--- config.mk ---
export PLATFORM = sky130hd
export DESIGN_NAME = midpoint_line_rasterizer_flat
export DESIGN_NICKNAME = d
export VERILOG_FILES = /design/src/rtl/mlr_pkg.sv /design/src/rtl/mlr_seg_if.sv /design/src/rtl/mlr_pix_if.sv /design/src/rtl/mlr_ctrl.sv /design/src/rtl/mlr_datapath.sv /design/src/rtl/midpoint_line_rasterizer.sv /design/src/flat_wrapper.sv
export SDC_FILE = /design/constraint.sdc
export NUM_CORES = 1
export LEC_CHECK = 0
export ABC_CLOCK_PERIOD_IN_PS = 13800
export BUFFER_PORTS_ARGS = -buffer_cell sky130_fd_sc_hd__buf_2
export CORE_UTILIZATION = 53
export DETAILED_ROUTE_END_ITERATION = 16
export GPL_ROUTABILITY_DRIVEN = 0
export PLACE_DENSITY = 0.7
export SYNTH_ARGS = -nofsm -noshare
export SYNTH_HDL_FRONTEND = slang
export SYNTH_SLANG_ARGS = --single-unit
--- constraint.sdc ---
create_clock -name i_clk -period 13.8 [get_ports i_clk]
set_clock_uncertainty 0.05 [all_clocks]
set_input_delay 2.76 -clock i_clk [delete_from_list [all_inputs] [get_ports i_clk]]
set_output_delay 2.76 -clock i_clk [all_outputs]
set_load 0.005 [all_outputs]
--- src/rtl/mlr_pkg.sv ---
// ----------------------------------------------------------------------------
// mlr_pkg
// shared constants, octant codes and controller/datapath handshake types
// ----------------------------------------------------------------------------
package mlr_pkg;

    // tile coordinate width
    localparam int COORD_BITS = 6;
    // decision variable width: covers -2*a .. 2*a plus sign
    localparam int DEC_BITS   = COORD_BITS + 3;
    localparam int OCT_BITS   = 3;

    // octant codes, counterclockwise from +x, shallow/steep split
    localparam logic [OCT_BITS-1:0] OCT_0 = 3'd0;
    localparam logic [OCT_BITS-1:0] OCT_1 = 3'd1;
    localparam logic [OCT_BITS-1:0] OCT_2 = 3'd2;
    localparam logic [OCT_BITS-1:0] OCT_3 = 3'd3;
    localparam logic [OCT_BITS-1:0] OCT_4 = 3'd4;
    localparam logic [OCT_BITS-1:0] OCT_5 = 3'd5;
    localparam logic [OCT_BITS-1:0] OCT_6 = 3'd6;
    localparam logic [OCT_BITS-1:0] OCT_7 = 3'd7;

    typedef logic [COORD_BITS-1:0] t_coord;

    // controller to datapath
    typedef struct packed {
        logic load;   // capture endpoints
        logic setup;  // derive deltas, octant and initial decision
        logic step;   // advance one pixel
    } t_cmd;

    // datapath to controller
    typedef struct packed {
        logic last;   // current pixel is the end point
    } t_stat;

endpackage

--- src/rtl/mlr_seg_if.sv ---
// ----------------------------------------------------------------------------
// mlr_seg_if
// segment request channel: two endpoints with valid/ready
// ----------------------------------------------------------------------------
interface mlr_seg_if;
    logic                 valid;
    logic                 ready;
    mlr_pkg::t_coord      start_x;
    mlr_pkg::t_coord      start_y;
    mlr_pkg::t_coord      end_x;
    mlr_pkg::t_coord      end_y;

    modport source (output valid, output start_x, output start_y,
                    output end_x, output end_y, input ready);
    modport sink   (input valid, input start_x, input start_y,
                    input end_x, input end_y, output ready);
endinterface

--- src/rtl/mlr_pix_if.sv ---
// ----------------------------------------------------------------------------
// mlr_pix_if
// pixel request channel: coordinates, octant and last flag with valid/ready
// ----------------------------------------------------------------------------
interface mlr_pix_if;
    logic                              valid;
    logic                              ready;
    mlr_pkg::t_coord                   pixel_x;
    mlr_pkg::t_coord                   pixel_y;
    logic [mlr_pkg::OCT_BITS-1:0]      octant;
    logic                              last_pixel;

    modport source (output valid, output pixel_x, output pixel_y,
                    output octant, output last_pixel, input ready);
    modport sink   (input valid, input pixel_x, input pixel_y,
                    input octant, input last_pixel, output ready);
endinterface

--- src/rtl/mlr_ctrl.sv ---
// ----------------------------------------------------------------------------
// mlr_ctrl
// sequencer: idle, setup, walk; drives channel handshakes and datapath commands
// ----------------------------------------------------------------------------
module mlr_ctrl (
    input  logic           i_clk,
    input  logic           i_rst_n,
    input  logic           i_in_valid,
    input  logic           i_out_ready,
    input  mlr_pkg::t_stat i_stat,
    output mlr_pkg::t_cmd  o_cmd,
    output logic           o_in_ready,
    output logic           o_out_valid
);

    localparam logic [1:0] ST_IDLE  = 2'd0;
    localparam logic [1:0] ST_SETUP = 2'd1;
    localparam logic [1:0] ST_RUN   = 2'd2;

    logic [1:0] r_state;
    logic [1:0] n_state;

    always_comb begin
        n_state = r_state;
        unique case (r_state)
            ST_IDLE: begin
                if (i_in_valid) n_state = ST_SETUP;
            end
            ST_SETUP: begin
                n_state = ST_RUN;
            end
            ST_RUN: begin
                if (i_out_ready && i_stat.last) n_state = ST_IDLE;
            end
            default: begin
                n_state = ST_IDLE;
            end
        endcase
    end

    always_ff @(posedge i_clk) begin
        if (!i_rst_n) begin
            r_state <= ST_IDLE;
        end else begin
            r_state <= n_state;
        end
    end

    assign o_in_ready  = (r_state == ST_IDLE);
    assign o_out_valid = (r_state == ST_RUN);

    assign o_cmd.load  = (r_state == ST_IDLE) && i_in_valid;
    assign o_cmd.setup = (r_state == ST_SETUP);
    assign o_cmd.step  = (r_state == ST_RUN) && i_out_ready && !i_stat.last;

endmodule

--- src/rtl/mlr_datapath.sv ---
// ----------------------------------------------------------------------------
// mlr_datapath
// endpoint registers, octant classification and midpoint decision walk
// ----------------------------------------------------------------------------
module mlr_datapath (
    input  logic                          i_clk,
    input  mlr_pkg::t_cmd                 i_cmd,
    input  mlr_pkg::t_coord               i_start_x,
    input  mlr_pkg::t_coord               i_start_y,
    input  mlr_pkg::t_coord               i_end_x,
    input  mlr_pkg::t_coord               i_end_y,
    output mlr_pkg::t_stat                o_stat,
    output mlr_pkg::t_coord               o_pixel_x,
    output mlr_pkg::t_coord               o_pixel_y,
    output logic [mlr_pkg::OCT_BITS-1:0]  o_octant
);

    localparam int W  = mlr_pkg::COORD_BITS;
    localparam int DW = mlr_pkg::DEC_BITS;

    // captured endpoints
    mlr_pkg::t_coord r_x0, r_y0, r_x1, r_y1;

    // walk state
    mlr_pkg::t_coord                r_x, r_y;
    mlr_pkg::t_coord                r_cnt;
    logic signed [DW-1:0]           r_d;
    logic signed [DW-1:0]           r_inc_ax;
    logic signed [DW-1:0]           r_inc_dg;
    logic                           r_steep;
    logic                           r_neg_x;
    logic                           r_neg_y;
    logic [mlr_pkg::OCT_BITS-1:0]   r_oct;

    // setup terms
    logic [W:0]                     w_dx, w_dy;
    logic [W:0]                     w_ndx, w_ndy;
    logic                           w_neg_x, w_neg_y;
    mlr_pkg::t_coord                w_adx, w_ady;
    logic                           w_steep;
    mlr_pkg::t_coord                w_a, w_b;
    logic signed [DW-1:0]           w_a2, w_b2, w_a1;
    logic [mlr_pkg::OCT_BITS-1:0]   w_oct;

    // step terms
    mlr_pkg::t_coord                w_x_step, w_y_step;

    assign w_dx    = {1'b0, r_x1} - {1'b0, r_x0};
    assign w_dy    = {1'b0, r_y1} - {1'b0, r_y0};
    assign w_ndx   = '0 - w_dx;
    assign w_ndy   = '0 - w_dy;
    assign w_neg_x = w_dx[W];
    assign w_neg_y = w_dy[W];
    assign w_adx   = w_neg_x ? w_ndx[W-1:0] : w_dx[W-1:0];
    assign w_ady   = w_neg_y ? w_ndy[W-1:0] : w_dy[W-1:0];
    assign w_steep = (w_ady > w_adx);
    assign w_a     = w_steep ? w_ady : w_adx;
    assign w_b     = w_steep ? w_adx : w_ady;
    assign w_a1    = $signed({3'b000, w_a});
    assign w_a2    = $signed({2'b00, w_a, 1'b0});
    assign w_b2    = $signed({2'b00, w_b, 1'b0});

    always_comb begin
        if (!w_steep) begin
            if (!w_neg_x) w_oct = w_neg_y ? mlr_pkg::OCT_7 : mlr_pkg::OCT_0;
            else          w_oct = w_neg_y ? mlr_pkg::OCT_4 : mlr_pkg::OCT_3;
        end else begin
            if (!w_neg_x) w_oct = w_neg_y ? mlr_pkg::OCT_6 : mlr_pkg::OCT_1;
            else          w_oct = w_neg_y ? mlr_pkg::OCT_5 : mlr_pkg::OCT_2;
        end
    end

    assign w_x_step = r_neg_x ? (r_x - 1'b1) : (r_x + 1'b1);
    assign w_y_step = r_neg_y ? (r_y - 1'b1) : (r_y + 1'b1);

    always_ff @(posedge i_clk) begin
        if (i_cmd.load) begin
            r_x0 <= i_start_x;
            r_y0 <= i_start_y;
            r_x1 <= i_end_x;
            r_y1 <= i_end_y;
        end
        if (i_cmd.setup) begin
            r_x      <= r_x0;
            r_y      <= r_y0;
            r_cnt    <= w_a;
            r_d      <= w_b2 - w_a1;
            r_inc_ax <= w_b2;
            r_inc_dg <= w_b2 - w_a2;
            r_steep  <= w_steep;
            r_neg_x  <= w_neg_x;
            r_neg_y  <= w_neg_y;
            r_oct    <= w_oct;
        end else if (i_cmd.step) begin
            r_cnt <= r_cnt - 1'b1;
            if (r_d[DW-1]) begin
                // axis step on the major axis only
                if (r_steep) r_y <= w_y_step;
                else         r_x <= w_x_step;
                r_d <= r_d + r_inc_ax;
            end else begin
                r_x <= w_x_step;
                r_y <= w_y_step;
                r_d <= r_d + r_inc_dg;
            end
        end
    end

    assign o_stat.last = (r_cnt == '0);
    assign o_pixel_x   = r_x;
    assign o_pixel_y   = r_y;
    assign o_octant    = r_oct;

endmodule

--- src/rtl/midpoint_line_rasterizer.sv ---
// a taken segment passes the setup state, which registers deltas, octant and decision, then
//   the run state offers pixels; the next segment is taken only once the last pixel is taken;
//   one pixel per cycle while o_pix.ready holds, from the single decision/step register set
// a zero-length segment gives one pixel; a full-tile segment gives 64
// reset: synchronous active low, returns the sequencer to idle; no pixel pending
// ----------------------------------------------------------------------------
// midpoint_line_rasterizer
// eight-octant midpoint line walker for a 64x64 tile: one segment in, one
// pixel request per pixel out, last pixel flagged, octant on every pixel
// ----------------------------------------------------------------------------
module midpoint_line_rasterizer (
    input  logic       i_clk,
    input  logic       i_rst_n,
    mlr_seg_if.sink    i_seg,
    mlr_pix_if.source  o_pix
);

    // command and status between sequencer and datapath
    mlr_pkg::t_cmd  w_cmd;
    mlr_pkg::t_stat w_stat;

    // sequencer: idle takes a segment, setup derives deltas, run walks pixels
    mlr_ctrl u_ctrl (
        .i_clk       (i_clk),
        .i_rst_n     (i_rst_n),
        .i_in_valid  (i_seg.valid),
        .i_out_ready (o_pix.ready),
        .i_stat      (w_stat),
        .o_cmd       (w_cmd),
        .o_in_ready  (i_seg.ready),
        .o_out_valid (o_pix.valid)
    );

    // datapath: current pixel lives in registers and feeds the output directly,
    // so a stalled pixel request simply holds until taken
    mlr_datapath u_dp (
        .i_clk     (i_clk),
        .i_cmd     (w_cmd),
        .i_start_x (i_seg.start_x),
        .i_start_y (i_seg.start_y),
        .i_end_x   (i_seg.end_x),
        .i_end_y   (i_seg.end_y),
        .o_stat    (w_stat),
        .o_pixel_x (o_pix.pixel_x),
        .o_pixel_y (o_pix.pixel_y),
        .o_octant  (o_pix.octant)
    );

    // the remaining-step counter reaching zero marks the end point
    assign o_pix.last_pixel = w_stat.last;

`ifndef ASSERT_OFF
    // never take a segment while pixels are still being offered
    a_no_overlap: assert property (@(posedge i_clk) disable iff (!i_rst_n)
        !(i_seg.ready && o_pix.valid))
        else $error("segment accepted while pixels pending");

    // a taken segment always leads to pixel output, never straight back to idle
    a_seg_to_setup: assert property (@(posedge i_clk) disable iff (!i_rst_n)
        (i_seg.valid && i_seg.ready) |=> (!i_seg.ready && !o_pix.valid)
        ##1 o_pix.valid)
        else $error("segment request not followed by pixels");

    // taking the final pixel frees the block for the next segment
    a_last_to_idle: assert property (@(posedge i_clk) disable iff (!i_rst_n)
        (o_pix.valid && o_pix.ready && o_pix.last_pixel) |=> i_seg.ready)
        else $error("not idle after last pixel");

    // every step moves the pixel, since the major axis always advances
    a_step_moves: assert property (@(posedge i_clk) disable iff (!i_rst_n)
        (o_pix.valid && o_pix.ready && !o_pix.last_pixel) |=>
        (o_pix.valid && (o_pix.pixel_x != $past(o_pix.pixel_x) ||
                         o_pix.pixel_y != $past(o_pix.pixel_y))))
        else $error("pixel did not advance");
`endif

endmodule
--- src/flat_wrapper.sv ---
// flat-port wrapper written by rule: the top's interface ports become plain ports
module midpoint_line_rasterizer_flat 
  (i_clk, i_rst_n, i_seg_valid, i_seg_start_x, i_seg_start_y, i_seg_end_x, i_seg_end_y, i_seg_ready, o_pix_valid, o_pix_pixel_x, o_pix_pixel_y, o_pix_octant, o_pix_last_pixel, o_pix_ready);
  mlr_seg_if i_seg_i ();
  mlr_pix_if o_pix_i ();
  input  logic i_clk;
  input  logic i_rst_n;
  input wire logic [$bits(i_seg_i.valid)-1:0] i_seg_valid;
  input wire logic [$bits(i_seg_i.start_x)-1:0] i_seg_start_x;
  input wire logic [$bits(i_seg_i.start_y)-1:0] i_seg_start_y;
  input wire logic [$bits(i_seg_i.end_x)-1:0] i_seg_end_x;
  input wire logic [$bits(i_seg_i.end_y)-1:0] i_seg_end_y;
  output wire logic [$bits(i_seg_i.ready)-1:0] i_seg_ready;
  output wire logic [$bits(o_pix_i.valid)-1:0] o_pix_valid;
  output wire logic [$bits(o_pix_i.pixel_x)-1:0] o_pix_pixel_x;
  output wire logic [$bits(o_pix_i.pixel_y)-1:0] o_pix_pixel_y;
  output wire logic [$bits(o_pix_i.octant)-1:0] o_pix_octant;
  output wire logic [$bits(o_pix_i.last_pixel)-1:0] o_pix_last_pixel;
  input wire logic [$bits(o_pix_i.ready)-1:0] o_pix_ready;
  assign i_seg_i.valid = i_seg_valid;
  assign i_seg_i.start_x = i_seg_start_x;
  assign i_seg_i.start_y = i_seg_start_y;
  assign i_seg_i.end_x = i_seg_end_x;
  assign i_seg_i.end_y = i_seg_end_y;
  assign i_seg_ready = i_seg_i.ready;
  assign o_pix_valid = o_pix_i.valid;
  assign o_pix_pixel_x = o_pix_i.pixel_x;
  assign o_pix_pixel_y = o_pix_i.pixel_y;
  assign o_pix_octant = o_pix_i.octant;
  assign o_pix_last_pixel = o_pix_i.last_pixel;
  assign o_pix_i.ready = o_pix_ready;
  midpoint_line_rasterizer u_core (.i_clk(i_clk), .i_rst_n(i_rst_n), .i_seg(i_seg_i), .o_pix(o_pix_i));
endmodule
**After elaboration in Yosys (flattened, before gate mapping)**

Cells that the tools add are included.

- Add/subtract/negate cells: 13
- Reduce and logical (&&, ||, !) cells: 11
- Mux-type cells: 29
- Magnitude comparators: 1
- Equality and inequality tests: 6

Operators by type and width:

| operator | number |
|---|---|
| $mux 6 | 16 |
| $mux 9 | 3 |
| $mux 3 | 7 |
| $sub 6x1->6 const B | 3 |
| $sub 6x6->7 | 2 |
| $add 6x1->6 const B | 2 |
| $sub 1x6->6 const A | 2 |
| $add 9x8->9 | 1 |
| $add 9x9->9 | 1 |
| $sub 7x6->8 | 1 |
| $sub 7x7->8 | 1 |
| $gt 6x6->1 | 1 |
| $logic_not 6->1 | 1 |
| $pmux 2 s3 | 1 |
| $reduce_and 2->1 | 3 |
| $logic_and 1x1->1 | 4 |
| $mux 2 | 2 |
| $ne 3x1->1 const B | 1 |
| $ne 3x2->1 const B | 1 |
| $eq 2x1->1 const B | 1 |
| $eq 2x2->1 const B | 1 |
| $logic_not 2->1 | 1 |
| $ne 2x1->1 const B | 1 |
| $ne 2x2->1 const B | 1 |
| other kinds (2) | 2 |

- Logic and storage cells: 75
- Bits of input ports: 28
- Output and inout bits: 18
- Register bits: 74

**Longest topological paths before layout**

- Depth in word-level cells: 7
- Gate-level depth with buffers: 30
- Gate-level depth less buffers: 25

**Hierarchy**

A second synthesis with hierarchy kept.

- Cell total of the unflattened synthesis: 460
- Area, all modules: 4963.5 sq um

Modules (own cells, without submodules):

| module | area each (sq um) | times used | sequential area each (sq um) | cells each |
|---|---|---|---|---|
| mlr_datapath | 4859.7 | 1 | 2042.0 | 449 |
| mlr_ctrl | 103.8 | 1 | 40.0 | 11 |

**Worst setup path after synthesis**

OpenSTA, ideal clock, no wires.

- Path kind: register to register
- From: register u_core.u_dp.r_x1[0]
- To: register u_core.u_dp.r_d[6] (data pin)
- Path slack: 8.480 ns
- Period minus slack after synthesis: 5.320 ns
- Library setup time: 0.298 ns
- Required time: 13.452 ns
- Path buffers: 5
- Cell stages (with the launch flop): 30
- Data arrival time: 4.971 ns
- Cell sequence: edfxtp_1 inv_1 ha_1 inv_1 fa_1 a21o_1 a21oi_2 o21a_1 buf_2 nand2_1 xnor2_1 inv_1 ha_1 clkbuf_1 a211oi_1 a21o_1 inv_1 maj3_2 buf_6 buf_2 buf_2 nor2_1 a21oi_1 fa_1 a21o_1 a21oi_1 o21ai_0 a21oi_1 xor2_1 a21oi_1

- Elaborated cells on any way between the ends: 8
- Classes of those cells: 3 x add/sub; 1 x order compare; 4 x mux

RTL lines:

| item | line | text |
|---|---|---|
| start: declaration | mlr_datapath.sv:22 | `mlr_pkg::t_coord r_x0, r_y0, r_x1, r_y1;` |
| start signal: assignment | mlr_datapath.sv:80 | `r_x1 <= i_end_x;` |
| $sub 6x6->7 | mlr_datapath.sv:48 | `assign w_dx = {1'b0, r_x1} - {1'b0, r_x0};` |
| via u_core.u_dp.w_dx[6] | mlr_datapath.sv:36 | `logic [W:0] w_dx, w_dy;` |
| $mux 6 | mlr_datapath.sv:54 | `assign w_adx = w_neg_x ? w_ndx[W-1:0] : w_dx[W-1:0];` |
| $gt 6x6->1 | mlr_datapath.sv:56 | `assign w_steep = (w_ady > w_adx);` |
| via u_core.u_dp.w_steep | mlr_datapath.sv:40 | `logic w_steep;` |
| $mux 6 | mlr_datapath.sv:58 | `assign w_b = w_steep ? w_adx : w_ady;` |
| via u_core.u_dp.w_b[0] | mlr_datapath.sv:41 | `mlr_pkg::t_coord w_a, w_b;` |
| $sub 7x6->8 | mlr_datapath.sv:87 | `r_d <= w_b2 - w_a1;` |
| $mux 9 | mlr_datapath.sv:83 | `if (i_cmd.setup) begin` |
| end signal: assignment | mlr_datapath.sv:87 |  |
| end signal: assignment | mlr_datapath.sv:100 | `r_d <= r_d + r_inc_ax;` |
| end signal: assignment | mlr_datapath.sv:104 | `r_d <= r_d + r_inc_dg;` |
| end: declaration | mlr_datapath.sv:27 | `logic signed [DW-1:0] r_d;` |

The timed path passes the listed nets, and every way through them passes these cells.
A chain may end at the register's enable or synchronous reset.

**Worst setup path after layout**

- From: register u_core.u_dp.r_x1[0]
- To: register u_core.u_dp.r_d[6] (data pin)

- Cells in the longest elaborated chain, start to end: 7
- Elaborated cells on any way between the ends: 8
- Classes of those cells: 3 x add/sub; 1 x order compare; 4 x mux

RTL lines:

| item | line | text |
|---|---|---|
| $sub 6x6->7 * | mlr_datapath.sv:48 |  |
| $sub 1x6->6 | mlr_datapath.sv:50 | `assign w_ndx = '0 - w_dx;` |
| $mux 6 * | mlr_datapath.sv:54 |  |
| $gt 6x6->1 | mlr_datapath.sv:56 |  |
| $mux 6 (on tied branches) | mlr_datapath.sv:58, mlr_datapath.sv:57 |  |
| $sub 7x6->8 * | mlr_datapath.sv:87 |  |
| $mux 9 * | mlr_datapath.sv:83 |  |

Every way passes the cells marked *; elsewhere a longest branch is shown, timed or not.

==> impl_metrics.toml <==
[drt]
wirelength_um = 9530
wire_per_inst_um = 15.8
via_count = 3333
dr.pass1.iters = 4
vias_per_cell = 5.52
drt_iter0_drc = 192
antenna_left = 0
drc = 0

[sta]
rsz0062_at_grt = "no"
worst_hold_slack_ns = 0.570
final_max_slew_viol_count = 0
hold_viol = 0
slew_headroom_pct = 27.9
fin_crit_ns = 5.76
tightest_slew_ns = 1.08
timing.final.crit_share_pct = 41.7
finalSetupTns_ns = 0
max_freq_mhz = 174
setup_viol = 0

[logic_synthesis]
async_reset_ff_share_pct = 0
ys_ff_latch = 70
syn_nets = 524
synth-edff-count = 68
syn_inst = 448
yosys_warnings = 0
synth_flop_cell = "edfxtp_1"
ys_seq_area_share_pct = 44.3
netlist_area_um2 = 4700
ys_types = 55
syn-mean-instance-area_um2 = 10.5

[clock_network]
clockRootBuffer = "clkbuf_8"
post_cts_resized = 0
clk_pin_slew_ns = 0.08
cts_buffer_depth = 2
cts_made_buffers = 9
clock_latency_ns = 0.35
cts_hold_buf = 0
post-cts-setup-buffers = 0
cts_tree = "built"
clkSinkCount = 70
cts_htree_levels = 3

[grt]
track_usage_pct = 22.9
grt_max_degree = 35
antenna_found_initial = 0
overflow = 0
grt_pass1_vias = 3329
grt_pass1_wl_um = 15600

[power_and_ir_drop]
ir_drop_mv = 0.132
finalPower_mw = 1.22
leakage_nw = 2.28
powerDensity_nw_per_um2 = 231

[hold_path]
min_path_type = "flop to flop"
hold_depth = 2

[placement]
numPortBuffers = 45
dpl.hpwl_um = 7150

[worst_setup_path]
crit_chain = "inv_1, ha_1, inv_1, fa_1, a21o_1, a21oi_2, o21a_1, nor2b_1, xor2_1, ha_1, nand3_1, o22ai_1, a21o_1, inv_1, maj3_2, mux2_2, fa_1, a21o_1, a21oi_1, o21ai_0, a21oi_1, xor2_1, a21oi_1"
crit_slowest_cell = "maj3_2"
start_kind = "flop"
cp_top_family = "adder cells"
crit_arrival_ns = 5.80
critPathMaxStageDelay_ns = 0.54
end_kind = "flop"
crit_cells = 23
path_buf_inv = 3
path_max_fanout = 26
critPathKind = "flop to flop"
reg2regPathDepth = 23
crit_required_ns = 13.84

[cells_and_area]
drive_gt1_share_pct = 16.0
final_cell_mix = "edfxtp_1, inv_1, buf_2, a21oi_1, ha_1"
final_nets = 570
antenna_cells = 0
fill_cells = 681
layout_commonest_cell = "edfxtp_1"
fin_util_pct = 62.9
areaGrowthSynthToFinish_pct = 12.3

[floorplan]
core_um2 = 8380
die_w_um = 96.1
dieArea_um2 = 9240
die_h_um = 96.1
num_rows = 33
initial_core_util_pct = 56.0
io_pins = 46

[run]
maxCapViolations = 0

[outcome]
outcome = "complete, no violations"
[cell type report]
cell class              count  area (µm²)  area share [%]
clock buffers              10         128            2.42
clock inverters             6         134            2.54
inverters                  51         191            3.63
multi-input cells         314        2360            44.7
flip-flops and latches     70        2080            39.5
well taps                 105         131            2.49
repair buffers             48         248            4.70
[worst paths after layout]
| check | from | endpoint | slack [ns] |
|---|---|---|---|
| setup / recovery | u_core.u_dp.r_x1[0]$_DFFE_PP_ | u_core.u_dp.r_d[6]$_DFFE_PP_ | 8.04 |
| hold / removal | u_core.u_dp.r_y0[2]$_DFFE_PP_ | u_core.u_dp.o_pixel_y[2]$_DFFE_PP_ | 0.57 |
| setup reg to reg | u_core.u_dp.r_x1[0]$_DFFE_PP_ | u_core.u_dp.r_d[6]$_DFFE_PP_ | 8.04 |
| hold reg to reg | u_core.u_dp.r_y0[2]$_DFFE_PP_ | u_core.u_dp.o_pixel_y[2]$_DFFE_PP_ | 0.57 |
[state kept, by name, indices dropped and copies added (netlist names), 2 cells and up]
name and cells:
u_core.u_dp.r_inc_dg 7, u_core.u_dp.o_pixel_x 6, u_core.u_dp.r_d 8, u_core.u_dp.r_inc_ax 6, u_core.u_ctrl.r_state 2, u_core.u_dp.r_x0 6, u_core.u_dp.r_y1 6, u_core.u_dp.r_y0 6
u_core.u_dp.o_pixel_y 6, u_core.u_dp.r_x1 6, u_core.u_dp.r_cnt 6, u_core.u_dp.o_octant 2
[metrics by stage]
stage	area, µm²	setup WS [ns]	std cells
6_report	5270	8.04	604
5_1_grt	5270	7.60	604
4_1_cts	5270	8.05	604
2_1_floorplan	4700	8.48	448
3_3_place_gp	5010	8.28	588
3_5_place_dp	5010	8.07	588
[power by group]
part / internal, mW / switching (mW) / total, mW
clock network: 0.138 / 0.0786 / 0.217
registers: 0.300 / 0.0170 / 0.317
logic: 0.288 / 0.395 / 0.684
[synthesized netlist by cell type (7+ instances only)]
library cell / number / area, µm²
o21ai_0: 18 / 90.1
clkbuf_1: 7 / 26.3
mux2i_1: 8 / 80.1
nor2_1: 39 / 146
nand2_1: 27 / 101
ha_1: 42 / 526
a21oi_1: 43 / 215
inv_1: 50 / 188
a21o_1: 10 / 75.1
xor2_1: 17 / 149
edfxtp_1: 68 / 2040
xnor2_1: 26 / 228
nor2b_1: 8 / 50.1
[metal layers]
metal | GRT usage, % | vias to the layer above | share of wire (%)
met3 | 4.11 | 12 | 4.7
met2 | 38.0 | 83 | 47
met4 | 7.21 | 0 | 1.4
met5 | 0 | - | 0
li1 | - | 1664 | -
met1 | 30.4 | 1574 | 47
[worst min-delay path, stage by stage (launching register included)]
cell      delay [ns]
edfxtp_1        0.33
inv_1           0.06
a21oi_1         0.11
[logic make-up after synthesis]
group                      synth area share (%)
buffers and inverters                      5.43
AOI/OAI and AO/OA                          14.2
and+or+nand+nor                            10.6
xor gates and xnor gates                   8.02
adders and majority gates                  14.0
muxes                                      3.44
DFF                                        44.3
Power figures use the tool's default switching activity.
